===== config.mk =====
export PLATFORM = sky130hd
export DESIGN_NAME = ypfv_div_cell
export DESIGN_NICKNAME = d
export VERILOG_FILES = /design/src/hw/rtl/yaw_pitch_forward_vector_top_assert.svh /design/src/hw/rtl/ypfv_pkg.sv /design/src/hw/rtl/ypfv_div_cell.sv
export SDC_FILE = /design/constraint.sdc
export NUM_CORES = 1
export LEC_CHECK = 0
export BUFFER_PORTS_ARGS = -buffer_cell sky130_fd_sc_hd__buf_2
export CORE_AREA = 2 2 224 171
export DETAILED_ROUTE_END_ITERATION = 6
export DIE_AREA = 0 0 226 173
export MAX_ROUTING_LAYER = met4
export PLACE_DENSITY_LB_ADDON = 0.25
export SYNTH_ARGS = -nofsm -noshare
export SYNTH_HDL_FRONTEND = slang
export SYNTH_SLANG_ARGS = --single-unit

===== constraint.sdc =====
create_clock -name clk_i -period 1 [get_ports clk_i]
set_input_delay 0.15 -clock clk_i [delete_from_list [all_inputs] [get_ports clk_i]]
set_output_delay 0.15 -clock clk_i [all_outputs]
set_load 0.02 [all_outputs]

===== src/hw/rtl/yaw_pitch_forward_vector_top_assert.svh =====
// Assertion macros for the yaw/pitch forward vector block.
// Expects clk_i and rst_ni in the scope of each use.
`ifndef YAW_PITCH_FORWARD_VECTOR_TOP_ASSERT_SVH
`define YAW_PITCH_FORWARD_VECTOR_TOP_ASSERT_SVH

// Implication checked on every rising clock edge outside reset.
`define YPFV_ASSERT_IMP(name, pre, post, msg) \
  name: assert property (@(posedge clk_i) disable iff (!rst_ni) (pre) |-> (post)) \
    else $error(msg);

// A value stays within plus or minus a limit while its qualifier is high.
`define YPFV_ASSERT_RANGE(name, qual, val, lim, msg) \
  name: assert property (@(posedge clk_i) disable iff (!rst_ni) \
    (qual) |-> (((val) <= (lim)) && ((val) >= -(lim)))) else $error(msg);

`endif


===== src/hw/rtl/ypfv_pkg.sv =====
// Package for the yaw/pitch forward vector block: constants, types and
// fixed-point helper functions. No dependencies.
package ypfv_pkg;

  localparam int ANGLE_FRAC_BITS = 20;
  localparam int OUT_FRAC_BITS   = 30;
  localparam int TO_Q32          = 32 - ANGLE_FRAC_BITS;
  localparam int IN_W            = 48;
  localparam int OUT_W           = 32;
  localparam int QBITS           = 24;
  localparam int REM_W           = 60;
  localparam int NUM_TERMS       = 7;
  localparam int NUM_FIX         = 2;
  localparam int RECIP_SHIFT     = 27;
  localparam int RECIP_W         = 25;

  localparam logic [63:0] PI_Q32        = 64'h3_243F_6A89;
  localparam logic [63:0] HALF_PI_Q32   = 64'h1_921F_B544;
  localparam logic [63:0] TWO_PI_HI     = 64'h6_487E_D511;
  localparam logic [63:0] TWO_PI_LO     = 64'h0B46_11A6;
  localparam logic [63:0] PITCH_LIM_Q32 = 64'd6746517449;
  localparam logic [63:0] YAW_LIMIT     = 64'd100000000 << ANGLE_FRAC_BITS;
  localparam logic [63:0] RECIP         = (64'd1 << (RECIP_SHIFT + 32)) / TWO_PI_HI;
  localparam logic signed [63:0] ONE_Q60 = 64'sd1 <<< 60;

  localparam logic signed [63:0] SIN_COEF [NUM_TERMS] = '{
    (ONE_Q60 + 64'sd3113510400) / 64'sd6227020800,
    -((ONE_Q60 + 64'sd19958400) / 64'sd39916800),
    (ONE_Q60 + 64'sd181440) / 64'sd362880,
    -((ONE_Q60 + 64'sd2520) / 64'sd5040),
    (ONE_Q60 + 64'sd60) / 64'sd120,
    -((ONE_Q60 + 64'sd3) / 64'sd6),
    ONE_Q60
  };
  localparam logic signed [63:0] COS_COEF [NUM_TERMS] = '{
    (ONE_Q60 + 64'sd239500800) / 64'sd479001600,
    -((ONE_Q60 + 64'sd1814400) / 64'sd3628800),
    (ONE_Q60 + 64'sd20160) / 64'sd40320,
    -((ONE_Q60 + 64'sd360) / 64'sd720),
    (ONE_Q60 + 64'sd12) / 64'sd24,
    -((ONE_Q60 + 64'sd1) / 64'sd2),
    ONE_Q60
  };

  typedef struct packed {
    logic signed [IN_W-1:0] yaw_angle;
    logic signed [IN_W-1:0] pitch_angle;
  } ypfv_in_t;

  typedef struct packed {
    logic signed [OUT_W-1:0] forward_x;
    logic signed [OUT_W-1:0] forward_y;
    logic signed [OUT_W-1:0] forward_z;
  } ypfv_out_t;

  typedef struct packed {
    logic [REM_W-1:0] rem;
    logic [QBITS-1:0] quot;
    logic             neg;
  } div_lane_t;

  typedef struct packed {
    div_lane_t yaw;
    div_lane_t pitch;
  } div_item_t;

  typedef struct packed {
    logic signed [63:0] x;
    logic signed [63:0] x2;
    logic signed [63:0] acc_s;
    logic signed [63:0] acc_c;
    logic               flip;
  } poly_lane_t;

  typedef struct packed {
    poly_lane_t yaw;
    poly_lane_t pitch;
  } poly_item_t;

  typedef struct packed {
    logic [63:0] p00;
    logic [63:0] p01;
    logic [63:0] p10;
    logic [63:0] p11;
    logic        neg;
  } pp_t;

  function automatic logic [63:0] umag(input logic signed [63:0] v);
    return v[63] ? (~v + 64'd1) : v;
  endfunction

  function automatic logic signed [63:0] apply_sign(input logic [62:0] m, input logic neg);
    logic signed [63:0] s;
    s = {1'b0, m};
    return neg ? -s : s;
  endfunction

  function automatic pp_t mul_pp(input logic signed [63:0] a, input logic signed [63:0] b);
    pp_t p;
    logic [63:0] ua;
    logic [63:0] ub;
    ua = umag(a);
    ub = umag(b);
    p.p00 = ua[31:0] * ub[31:0];
    p.p01 = ua[31:0] * ub[63:32];
    p.p10 = ua[63:32] * ub[31:0];
    p.p11 = ua[63:32] * ub[63:32];
    p.neg = a[63] ^ b[63];
    return p;
  endfunction

  function automatic logic signed [63:0] mul_fin(input pp_t p, input int n);
    logic [127:0] s;
    logic [127:0] r;
    s = {64'd0, p.p00} + ({64'd0, p.p01} << 32) + ({64'd0, p.p10} << 32)
        + {p.p11, 64'd0};
    r = (s + (128'd1 << (n - 1))) >> n;
    return apply_sign(r[62:0], p.neg);
  endfunction

  function automatic logic signed [63:0] shr_round(input logic signed [63:0] v, input int n);
    logic [63:0] t;
    if (n == 0) begin
      return v;
    end
    t = (umag(v) + (64'd1 << (n - 1))) >> n;
    return apply_sign(t[62:0], v[63]);
  endfunction

  function automatic logic signed [OUT_W-1:0] to_out(input logic signed [63:0] v30);
    logic signed [63:0] v;
    logic signed [63:0] one;
    one = 64'sd1 <<< OUT_FRAC_BITS;
    v = shr_round(v30, 30 - OUT_FRAC_BITS);
    if (v > one) begin
      v = one;
    end
    if (v < -one) begin
      v = -one;
    end
    return v[OUT_W-1:0];
  endfunction

endpackage


===== src/hw/rtl/ypfv_div_cell.sv =====
// One correction cell of the revolution-count divider: subtracts the divisor
// once while the remainder still reaches it. Depends on ypfv_pkg.
module ypfv_div_cell (
  input  logic                clk_i,
  input  logic                rst_ni,
  input  logic                en_i,
  input  logic                valid_i,
  input  logic [ypfv_pkg::REM_W-1:0] div_i,
  input  ypfv_pkg::div_item_t item_i,
  output logic                valid_o,
  output ypfv_pkg::div_item_t item_o
);
  import ypfv_pkg::*;

  logic      valid_q;
  div_item_t item_d;
  div_item_t item_q;

  function automatic div_lane_t step(input div_lane_t l, input logic [REM_W-1:0] d);
    div_lane_t o;
    logic      take;
    take   = (l.rem >= d);
    o.rem  = take ? (l.rem - d) : l.rem;
    o.quot = l.quot + {{(QBITS-1){1'b0}}, take};
    o.neg  = l.neg;
    return o;
  endfunction

  always_comb begin
    item_d.yaw   = step(item_i.yaw, div_i);
    item_d.pitch = step(item_i.pitch, div_i);
  end

  always_ff @(posedge clk_i or negedge rst_ni) begin
    if (!rst_ni) begin
      valid_q <= 1'b0;
    end else if (en_i) begin
      valid_q <= valid_i;
    end
  end

  always_ff @(posedge clk_i) begin
    if (en_i) begin
      item_q <= item_d;
    end
  end

  assign valid_o = valid_q;
  assign item_o  = item_q;

endmodule


==> metrics list, run 1 <==
- Overall die area: 39100 sq um
* Routed length per instance: around 21 microns
* Htree depth: 4
* Register bit total from synthesis: about 170
* Number of cells on the worst hold path: 2
- Top Ports: 405
- Kind of launch point of the worst setup path: primary input
* All-Layer GR Usage: a little under a third
- The design draws between 30000 and 40000 uW.
* Async set-reset flop share out of synthesis: 0.585%
- The critical path is of the in -> reg type.
* Startpoint of the worst hold path: item_i[168]
- For the pin with the worst max-slew slack, the measured transition is approximately 0.47 ns.
- Largest area contributor in the netlist: sky130_fd_sc_hd__edfxtp_1
* Area of the core region: approximately 37000 sq um
* Endpoints failing setup: about 340
- Effective utilization at floorplan: a little over two fifths
- During synthesis, Yosys emitted a total of 0 warnings.
- Register-to-Register Path Depth: 1
* Remaining Overflow, GRT: 0
- Hold timing on the final database bottoms out at a slack of about 0.017 ns.
- Headroom to the max-slew limit came out at approximately two thirds.
- The top cell types in the final layout, fill and taps aside, are sky130_fd_sc_hd__buf_4 (570), sky130_fd_sc_hd__buf_2 (263), sky130_fd_sc_hd__edfxtp_1 (170).
- Share of Yosys cell area claimed by the top area cell type: approximately a third
* Power spent charging and discharging nets: between 10000 and 15000 uW
- Post-synth top flop: sky130_fd_sc_hd__edfxtp_1
* Final non-filler cell area: ~27000 sq um
- Pwr dens: ~1200 nW/um^2
- The tree built by TritonCTS fans out to about 170 sinks.
- Max Root-Sink Buffers: 2
* Final core occ: between 70 and 80%
* Sink of the worst hold path: item_o[168]
- Total length of routed wires: roughly 66000 microns
* Final hold violation count: 0
- The number of nets handed over by synthesis was between 1.5k and 2k.
- The worst register-to-register path begins at valid_o.
* Sequential element share of the synthesized area: between 30 and 40%
- The library cell used most frequently in the layout, excluding fill and tap cells, is sky130_fd_sc_hd__buf_4.
- Outcome: complete, but fails checks
* Maximum clock skew at final layout: 0 ns
- Average size of a mapped cell: 9.71 sq um
- Buffers placed on the I/O ports in this run total between 400 and 500.
- Cell variety after synth: 78
- Proportion of power drawn by flip-flops and latches: between 20% and 30%
* Cell at the root of the clock tree: sky130_fd_sc_hd__clkbuf_16
* Number of enable-type register cells in the synthesized netlist: between 150 and 200
* DR vias: 17.3k
- TritonCTS built the clock tree.
* Clock-pin transition on the worst setup and hold timing paths: around 0.070 ns
- Of the available clock period, the critical path in the final layout requires 303%.
- The internal power of the cells totals 21100 uW.
- The first global-routing pass estimated ~90000 microns of wire.
- Via count of the first global-routing pass: roughly 17k
* Dominant cells by area after synthesis: sky130_fd_sc_hd__edfxtp_1 (33%), sky130_fd_sc_hd__ha_1 (10%), sky130_fd_sc_hd__xnor2_1 (5.7%), sky130_fd_sc_hd__mux2_4 (5.5%), sky130_fd_sc_hd__a21oi_1 (4.4%)
- Growth of design area from synthesis to finish: 75.9%
- Fmax: roughly 330 MHz
* VDD IR-drop max: around 0.0012 V
- Worst Setup End Kind: register
- After legalization and detailed placement, the total HPWL measured between 40000 and 50000 microns.
- In this run, CTS created clock tree buffers numbering 17.
- Setup slack on the worst reg-to-reg path comes out at around 0.24 ns.
* Mapped Cells: between 1.5k and 2k
- In this run switching power makes up between 30% and 40% of total power.
* Source-to-sink clock delay at the later pin of the worst-skew pair: 0.47 ns
* Max FO, Critical Path: 3
- Before antenna repair, the detailed router went through 5 iterations.
- Drt via density: around 5.5
- Entering global routing, the biggest net connects 43 pins.
- OpenSTA, run right after detailed placement, puts the worst setup slack at -2.79 ns.
* Violations in the final reports: setup timing
* Cell leakage power: 0.0124 uW
- The tool flagged a number of max-cap violations equal to 0.
- Of the cells placed in the final design, the portion with a size suffix greater than 1 is a little over half.
* Remaining antenna violation count: 0
* Relative contribution of the clock network to total power: approximately a fifth
* Fraction of power consumed by combinational cells: about half
- Setup repair after global routing could not meet its margin everywhere.
- Horizontal extent of the die: around 230 microns
* Worst R2R End: valid_o
- Starting DRT DRC Count: 1533
* GPL Wtd Cong: between 0.9 and 1
- The worst hold path belongs to the class in -> reg.
- Area of placed instances: 22200 sq um
- For the worst setup path, the data arrival time is around 3.3 ns.
- NumNets Final: ~3k
- Subtracting the final worst setup slack from the clock period gives between 3 and 4 ns.
* Antenna violations before repair: 15
- Vertical die dimension: between 150 and 200 microns
- Required time at the worst-slack endpoint: 1.23 ns
- Across all setup checks in the final design, the least slack found is -2.03 ns.
- The initialized floorplan defines 61 standard-cell rows.
- After detailed routing, the number of remaining DRC violations is 0.
- The number of pins with negative max-slew slack in the final report was 0.
* Total standard cell area after synthesis: ~15000 sq um
==> worst max-delay path, cell delays in order <==
cell	delay (ns)
sky130_fd_sc_hd__buf_8	0.09
sky130_fd_sc_hd__inv_12	0.03
sky130_fd_sc_hd__ha_4	0.15
sky130_fd_sc_hd__fa_2	0.35
sky130_fd_sc_hd__nand2b_4	0.15
sky130_fd_sc_hd__a21o_1	0.18
sky130_fd_sc_hd__and4b_1	0.21
sky130_fd_sc_hd__o21ai_2	0.19
sky130_fd_sc_hd__a21oi_4	0.10
sky130_fd_sc_hd__o2111ai_4	0.25
sky130_fd_sc_hd__a31oi_4	0.13
sky130_fd_sc_hd__o21ai_2	0.20
sky130_fd_sc_hd__a21oi_4	0.10
sky130_fd_sc_hd__clkinv_4	0.06
sky130_fd_sc_hd__ha_4	0.13
sky130_fd_sc_hd__nand2_2	0.05
sky130_fd_sc_hd__or3_4	0.39
sky130_fd_sc_hd__nor2_4	0.10
sky130_fd_sc_hd__nand4_1	0.10
sky130_fd_sc_hd__xnor2_1	0.14
==> worst max path at each step <==
stage,from,end,slack [ns],cells past startpoint
final,item_i[25],item_o[24],-2.03,20
after global routing,item_i[25],item_o[21],-2.18,21
after CTS,item_i[25],item_o[24],-2.05,20
after detailed placement,item_i[110],item_o[106],-2.79,22
after global placement,item_i[25],item_o[24],-2.75,20
after floorplan,item_i[25],item_o[24],-2.55,20
==> layer usage <==
metal | wire length, microns | track usage [%] | share of wire (%)
met1 | 28600 | 41.5 | 43
met2 | 31000 | 49.1 | 47
met4 | 2020 | 8.14 | 3.1
met5 | 0 | - | 0
met3 | 4490 | 4.86 | 6.8
==> Yosys cell counts, types with 41 or more instances <==
| cell type | count |
|---|---|
| sky130_fd_sc_hd__xnor2_1 | 100 |
| sky130_fd_sc_hd__nor2_1 | 93 |
| sky130_fd_sc_hd__mux2_4 | 56 |
| sky130_fd_sc_hd__edfxtp_1 | 170 |
| sky130_fd_sc_hd__nand2_1 | 121 |
| sky130_fd_sc_hd__inv_1 | 91 |
| sky130_fd_sc_hd__ha_1 | 126 |
| sky130_fd_sc_hd__xor2_1 | 46 |
| sky130_fd_sc_hd__o21ai_0 | 73 |
| sky130_fd_sc_hd__nand4_1 | 41 |
| sky130_fd_sc_hd__nand3_1 | 49 |
| sky130_fd_sc_hd__a21oi_1 | 135 |
| sky130_fd_sc_hd__a21o_1 | 70 |
| sky130_fd_sc_hd__mux2_2 | 60 |
==> flip-flops by register name (all words and copies together), names as in the netlist <==
| register | cells |
|---|---|
| item_o | 170 |
| valid_o | 1 |
==> stage by stage <==
stage	setup TNS [ns]	std cells
global route	-363.94	3159
global placement	-431.76	2992
floorplan	-329.61	1576
finish	-345.11	3160
detailed placement	-441.16	2992
CTS	-339.83	3111
==> logic make-up after synthesis <==
logic type | count (synthesis) | synth area share [%]
compound gates | 442 | 19.1
simple gates | 416 | 13.0
flops | 171 | 33.5
buf+inv | 150 | 5.09
xor+xnor | 146 | 8.36
fa+ha+maj | 128 | 10.6
mux | 123 | 10.4
==> area by class of cell <==
type	count	area, sq um
Sequential cell	171	5130
Tap cell	504	631
Inverter	91	405
Clock inverter	14	133
Antenna cell	15	37.5
Timing Repair Buffer	1092	8780
Fill cell	2482	9790
Clock buffer	18	429
Multi-Input combinational cell	1255	11400
==> power by group through the flow <==
stage | Combinational, uW | Clock [uW] | Sequential (uW)
after floorplan | 6050 | 0 | 10600
after global placement | 12600 | 0 | 9470
after detailed placement | 12800 | 0 | 9470
after CTS | 14200 | 6790 | 9360
after global routing | 17400 | 7100 | 9590
final | 16500 | 6740 | 9540
==> timing repair <==
item,4_1_cts,5_1_grt
gates resized for setup,224,477
setup endpoints to repair,339,339
gates cloned,7,6
buffers inserted,24,40
pin swaps,67,87
hold buffers,59,1
endpoints found under the hold margin,58,1
Power figures use the tool's default switching activity.
==> run 2: changes to the inputs <==
BUFFER_PORTS_ARGS = unset   (was -buffer_cell sky130_fd_sc_hd__buf_2)
DONT_BUFFER_PORTS = 1   (was unset)
clock period = 3.81 ns   (was 1 ns; I/O delays follow)
==> metrics list, run 2 (synthesis results as in run 1) <==
* Length of the first detailed-routing pass in iterations: 5
* Crit path max-delay cell type: sky130_fd_sc_hd__nor4_2
* Timing startpoint of the critical path: div_i[2]
- Net switching is a little over a third of the power.
- Max Root-Sink Buffers: 2
- Overall die area: slightly below 40000 sq um
* Sinks on the clock net: around 170
* Drt via density: between 5 and 6
- The critical path ends at item_o[102].
- just over 400 I/O pins were placed.
- Commonest cells after routing, fill and taps aside: sky130_fd_sc_hd__buf_4 (255), sky130_fd_sc_hd__edfxtp_1 (170), sky130_fd_sc_hd__a21oi_1 (134)
- Min-Delay Path Class: in -> reg
* Register-to-Register Path Depth: 1
- Required time at the worst-slack endpoint: approximately 4.0 ns
- Proportion of power drawn by flip-flops and latches: about two fifths
- The first global-routing pass estimated 77700 microns of wire.
* Worst r2r src: valid_o
- Summed over all failing endpoints, the final setup total negative slack is 0 ns.
* Outcome: completed
* Internal power consumption: 4350 uW
- The tightest hold path in the finished design has a slack of approximately 0.20 ns.
- Final core occ: between 40% and 50%
* Maximum clock skew at final layout: 0 ns
* Final hold violation count: 0
- Max-capacitance violation count: 0
* Most common cell after layout, fill and taps aside: sky130_fd_sc_hd__buf_4
- Of the total power, combinational logic draws 33.9%.
* Ordered cell list for the critical path: inv_1 > ha_1 > nor2b_2 > o21bai_1 > a31oi_1 > buf_4 > nor4_2 > o21ai_2 > a21oi_2 > o21bai_2 > a21oi_2 > a21oi_4 > ha_2 > ha_2 > nand2_1 > nor2_4 > nand2_1 > nor2_1 > xor2_1
- Crit path setup slack, layout: around 0.2 ns
- Area of placed instances: around 18000 sq um
* Area of the core region: 36700 sq um
* Total length of routed wires: about 52000 microns
- VDD IR-drop max: approximately 0.00033 V
- Port-buffer cells: 0
* Transition time of the tightest slew-check pin: 0.544 ns
* Vertical die dimension: 173 microns
- The critical path is of the in -> reg type.
* Min cycle time layout: about 3.6 ns
- In this run, CTS created clock tree buffers numbering 17.
* Htree depth: 4
- Setup violations remaining at the end of the flow were counted as 0.
- Dividing the detail-routed wire length by the instance count gives roughly 23 microns.
* Setup slack on the worst flop-to-flop path: just under 3 ns
- For this design the total switching power over the nets is 2400 uW.
* Delay of the slowest cell on the worst path: 0.43 ns
- The register with the most flip-flops in the layout has 170 of them.
* Starting DRT DRC Count: 1248
* Worst R2R End: valid_o
- GPL Wtd Cong: about 0.99
- In this run the power density over the cells is 372 nW/um^2.
- Horizontal extent of the die: around 230 microns
* Data arrival time of the critical path: approximately 3.8 ns
- Summing all non-filler instances in the final layout gives an area of about 18000 sq um.
- Kind of launch point of the worst setup path: primary input
* DR vias: 13.2k
- Global routing consumed, over all layers together, a little over a quarter of the routing resources.
* Count of pins over their slew limit: 0
- Detailed placement finished with a half-perimeter wire length of 42800 microns.
- Once the floorplan was initialized, standard cells occupied a little over two fifths of the core.
- Entering global routing, the biggest net connects roughly 170 pins.
- At the later pin of the worst-skew pair, clock insertion delay measures ~0.46 ns.
- The floorplan has 61 rows.
- The startpoint identified for the worst hold timing path is item_i[0].
- Total inserted antenna cells: 0
- TritonCTS built the clock tree.
- Via count of the first global-routing pass: about 13k
- Relative to the synthesized area, the layout overhead comes to 18.7%.
* Fmax: 277 MHz
- Clock-pin transition on the worst setup and hold timing paths: 0.07 ns
- Of the available clock period, the critical path in the final layout requires a little over nine tenths.
- Remaining Overflow, GRT: 0
* Remaining antenna violation count: 0
- Relative contribution of the clock network to total power: roughly 25%
* Cell at the root of the clock tree: sky130_fd_sc_hd__clkbuf_16
* Fraction of final layout cells sized beyond drive strength 1: ~26%
- Antenna violations before repair: 0
* Worst Setup End Kind: register
* Max-Slew Margin vs Limit: a little under two thirds
* Max FO, Critical Path: 5
- The analysis attributes to cell leakage a power of 0.00775 uW.
- In the routed design, unresolved DRC markers number 0.
* Post-place setup slack: -0.455 ns
- NumNets Final: roughly 2.2k
==> run 2: cell count changes in the layout (fill, tap and decap cells not counted), sizes merged, moves of 5 or more <==
cell and delta:
diode -15, dlygate4sd3 -59, buf -768, clkbuf -5
==> run 2: repair_timing <==
item,in CTS,in global routing
resized for setup,0,10
buffers inserted,0,2
hold buffers,1,0
setup endpoints to repair,0,15
hold endpoints to repair,1,0
==> run 2: metal layers <==
layer	share of wire (%)	up-vias	global-route usage, %
met1	46	6282	36.7
li1	-	6309	-
met2	44	500	40.0
met4	2.2	0	7.31
met3	7.9	59	6.73
met5	0	-	-
==> run 2: layout make-up <==
| type | count | area, sq um |
|---|---|---|
| fillers | 3424 | 18500 |
| multi-input cells | 1255 | 9520 |
| flip-flops and latches | 171 | 5130 |
| repair buffers | 260 | 2000 |
| well taps | 504 | 631 |
| clock buffers | 18 | 429 |
| inverters | 91 | 359 |
| clock inverters | 13 | 92.6 |
==> run 2: worst min path at each step <==
stage	end	slack, ns	cells past startpoint
floorplan	valid_o	0.28	0
global placement	valid_o	0.28	0
detailed placement	valid_o	0.28	0
CTS	item_o[0]	0.18	0
global route	item_o[0]	0.18	0
finish	item_o[0]	0.20	0
==> run 2: power by group through the flow <==
stage / clock network [uW] / logic [uW] / registers (uW)
after floorplan: 0 / 1570 / 2780
after global placement: 0 / 2220 / 2860
after detailed placement: 0 / 2240 / 2850
after CTS: 1690 / 2260 / 2810
after global routing: 1770 / 2490 / 2830
final: 1650 / 2290 / 2810
==> run 2: worst max-delay path: cells and delay by family <==
kind | cells | cell delay (ns)
adders and majority gates | 3 | 0.73
AOI/OAI and AO/OA | 7 | 1.20
xor gates and xnor gates | 1 | 0.15
buffers and inverters | 2 | 0.25
and+or+nand+nor | 6 | 0.91
==> run 2: per-stage QoR <==
step / power, uW / std cells
floorplan: 4350 / 1576
global placement: 5080 / 2278
detailed placement: 5090 / 2278
CTS: 6770 / 2310
global route: 7090 / 2312
finish: 6760 / 2312
==> run 3: changes to the inputs <==
CORE_AREA = 2 2 196 150   (was 2 2 224 171)
CTS_BUF_LIST = sky130_fd_sc_hd__clkbuf_4 sky130_fd_sc_hd__clkbuf_8 sky130_fd_sc_hd__clkbuf_16   (was unset)
DIE_AREA = 0 0 198 152   (was 0 0 226 173)
==> metrics list, run 3 (synthesis results as in run 1) <==
- Switching power share of the total: between 30% and 40%
* Drt via density: roughly 6.1
- Fmax: between 200 and 300 MHz
* Data arrival time of the critical path: approximately 3.8 ns
* Detail Placement HPWL: about 41000 microns
- Clock-pin transition on the worst setup and hold timing paths: about 0.07 ns
* Max FO, Critical Path: 4
- The number of antenna violations at the first check in global routing was 2.
- Vertical die dimension: approximately 150 microns
- Setup slack on the worst flop-to-flop path: between 2 and 3 ns
- For this design, the sink count on the clock tree is about 170.
* Endpoints failing setup: 0
- The tree is rooted in a sky130_fd_sc_hd__clkbuf_16.
- Area of the core region: ~28000 sq um
- After layout, the minimum clock period comes to about 3.7 ns.
- Total length of routed wires: between 40000 and 50000 microns
- The number of hold violations in the final report was 0.
- Max layer used: met4
- The critical path goes through inv_1 > ha_1 > fa_2 > nor2b_2 > o21bai_1 > a31oi_1 > buf_4 > nor4_2 > o21ai_1 > a21oi_2 > o21bai_2 > a21oi_2 > a21oi_4 > ha_2 > nand3_1 > nor2_2 > nand2_1 > nor2_2 > nand3_1 > xnor2_1.
* Starting DRT DRC Count: around 1.3k
- The detailed router put a total of around 22000 microns of wire on met1.
- Final Cycle Share: between 90 and 100%
- The register with the most flip-flops in the layout has 170 of them.
- Once placement finished, the instance area stood at approximately 17000 sq um.
- From synthesis to final layout, the design area changed by 16.6%.
* Relative contribution of the clock network to total power: 26.3%
* Residual DRC: 0
* Internal power consumption: around 4400 uW
- Max-Slew Margin vs Limit: a little over three fifths
- Maximum number of pins on one net before global-route repair: roughly 170
- The min-delay analysis places its worst path in the category in -> reg.
- Source-to-sink clock delay at the later pin of the worst-skew pair: about 0.44 ns
* Kind of launch point of the worst setup path: primary input
- Among all stages on the critical path, the largest delay is contributed by sky130_fd_sc_hd__fa_2.
- Across the routed clock network, the largest skew measured is 0 ns.
- For this run, the post-layout net count is between 2k and 2.5k.
- Once placement completed, the tool counted placed cells totaling 2134.
* Cell family with the largest share of critical-path delay: compound AO/OA/AOI/OAI gates
* Htree depth: 4
- Clock tree from TritonCTS: done
- Transition time of the tightest slew-check pin: 0.555 ns
- Before antenna repair, the detailed router went through 6 iterations.
- Count of pins over their slew limit: 0
* Delay of the slowest cell on the worst path: 0.37 ns
- Once layout is done, the placed cells without fillers occupy 17800 sq um.
- The number of global-route vias before repair came to 12.7k.
- Buffers inserted during clock tree synthesis total 17.
- Global-route wire length before repair: approximately 74000 microns
- DR vias: about 13k
* Remaining Overflow, GRT: 0
* Rows: 54
- In this run the deepest clock path goes through 2 buffers.
* Effective utilization at floorplan: between 50 and 60%
- DR WL met2: 20900 microns
- Port-buffer cells: 0
- Remaining antenna violation count: 0
- Fraction of final layout cells sized beyond drive strength 1: approximately a quarter
* Routed length per instance: 22.6 microns
- Most common cell after layout, fill and taps aside: sky130_fd_sc_hd__buf_4
* All-Layer GR Usage: between 30 and 40%
- After detailed routing, the met3 layer carries ~5300 microns of wire.
- Commonest cells after routing, fill and taps aside: sky130_fd_sc_hd__buf_4 (223), sky130_fd_sc_hd__edfxtp_1 (170), sky130_fd_sc_hd__a21oi_1 (134)
* Fraction of power consumed by combinational cells: 32.7%
- In this run, flip-flops and latches consume between 40% and 50% of the power.
* VDD IR-drop max: between 0.0003 and 0.0004 V
* Top Ports: approximately 410
- Power spent charging and discharging nets: ~2500 uW
- Buffer and inverter count on the worst path: 2
- For this design the ratio of total power to cell area is approximately 380 nW/um^2.
- The worst setup path is captured at a register.
* CP Class: in -> reg
- The finished layout holds 2170 standard cells, fillers aside.
- At the end of routability-driven placement, the weighted congestion stood at 1.00.
* Horizontal extent of the die: between 150 and 200 microns
- Data on the critical path is required at its endpoint by ~4.0 ns.
* Cell leakage power: roughly 0.0076 uW
* Max-capacitance violation count: 0
* Outcome: completed
* Overall die area: approximately 30000 sq um
run 3: power by group through the flow:
stage	Clock, uW	Combinational [uW]	Sequential (uW)
detailed placement	0	2180	2850
finish	1800	2240	2810
CTS	1830	2200	2810
floorplan	0	1570	2780
global placement	0	2160	2850
global route	1890	2430	2820
run 3: cell type report:
type / count / area [sq um]
diodes: 2 / 5.00
clock buffers: 17 / 425
clock inverters: 15 / 171
fillers: 2377 / 10600
inverters: 91 / 359
multi-input cells: 1255 / 9510
flip-flops and latches: 171 / 5130
well taps: 392 / 490
repair buffers: 227 / 1740
run 3: worst paths after layout:
kind                              from     endpoint  cells past startpoint
setup / recovery           item_i[110]  item_o[109]                     20
hold reg to reg                valid_o      valid_o                      1
max in group asynchronous       rst_ni      valid_o                      1
min in group asynchronous       rst_ni      valid_o                      1
hold / removal               item_i[0]    item_o[0]                      0
setup reg to reg               valid_o      valid_o                      1
run 3: what timing repair did:
item,4_1_cts,5_1_grt
setup buffers,0,1
hold endpoints to repair,1,0
resized for setup,0,7
hold buffers,1,0
setup endpoints to repair,0,5
run 3: stage by stage:
stage               power, uW  utilization (%)  hold WS, ns  worst slack, ns  setup TNS [ns]
CTS                      6840             62.6        0.212            0.157               0
finish                   6840             62.7        0.225            0.157               0
global route             7150             62.7        0.206          -0.0330         -0.0921
floorplan                4350                -        0.276           -0.163          -0.937
detailed placement       5030             60.5        0.276           -0.303           -8.26
global placement         5010             60.5        0.276           -0.163           -2.97
run 3: layer usage:
| metal | track usage, % | vias up |
|---|---|---|
| met5 | - | - |
| met2 | 47.7 | 616 |
| met3 | 9.99 | 78 |
| met4 | 10.6 | 0 |
| li1 | - | 6256 |
| met1 | 44.5 | 6255 |
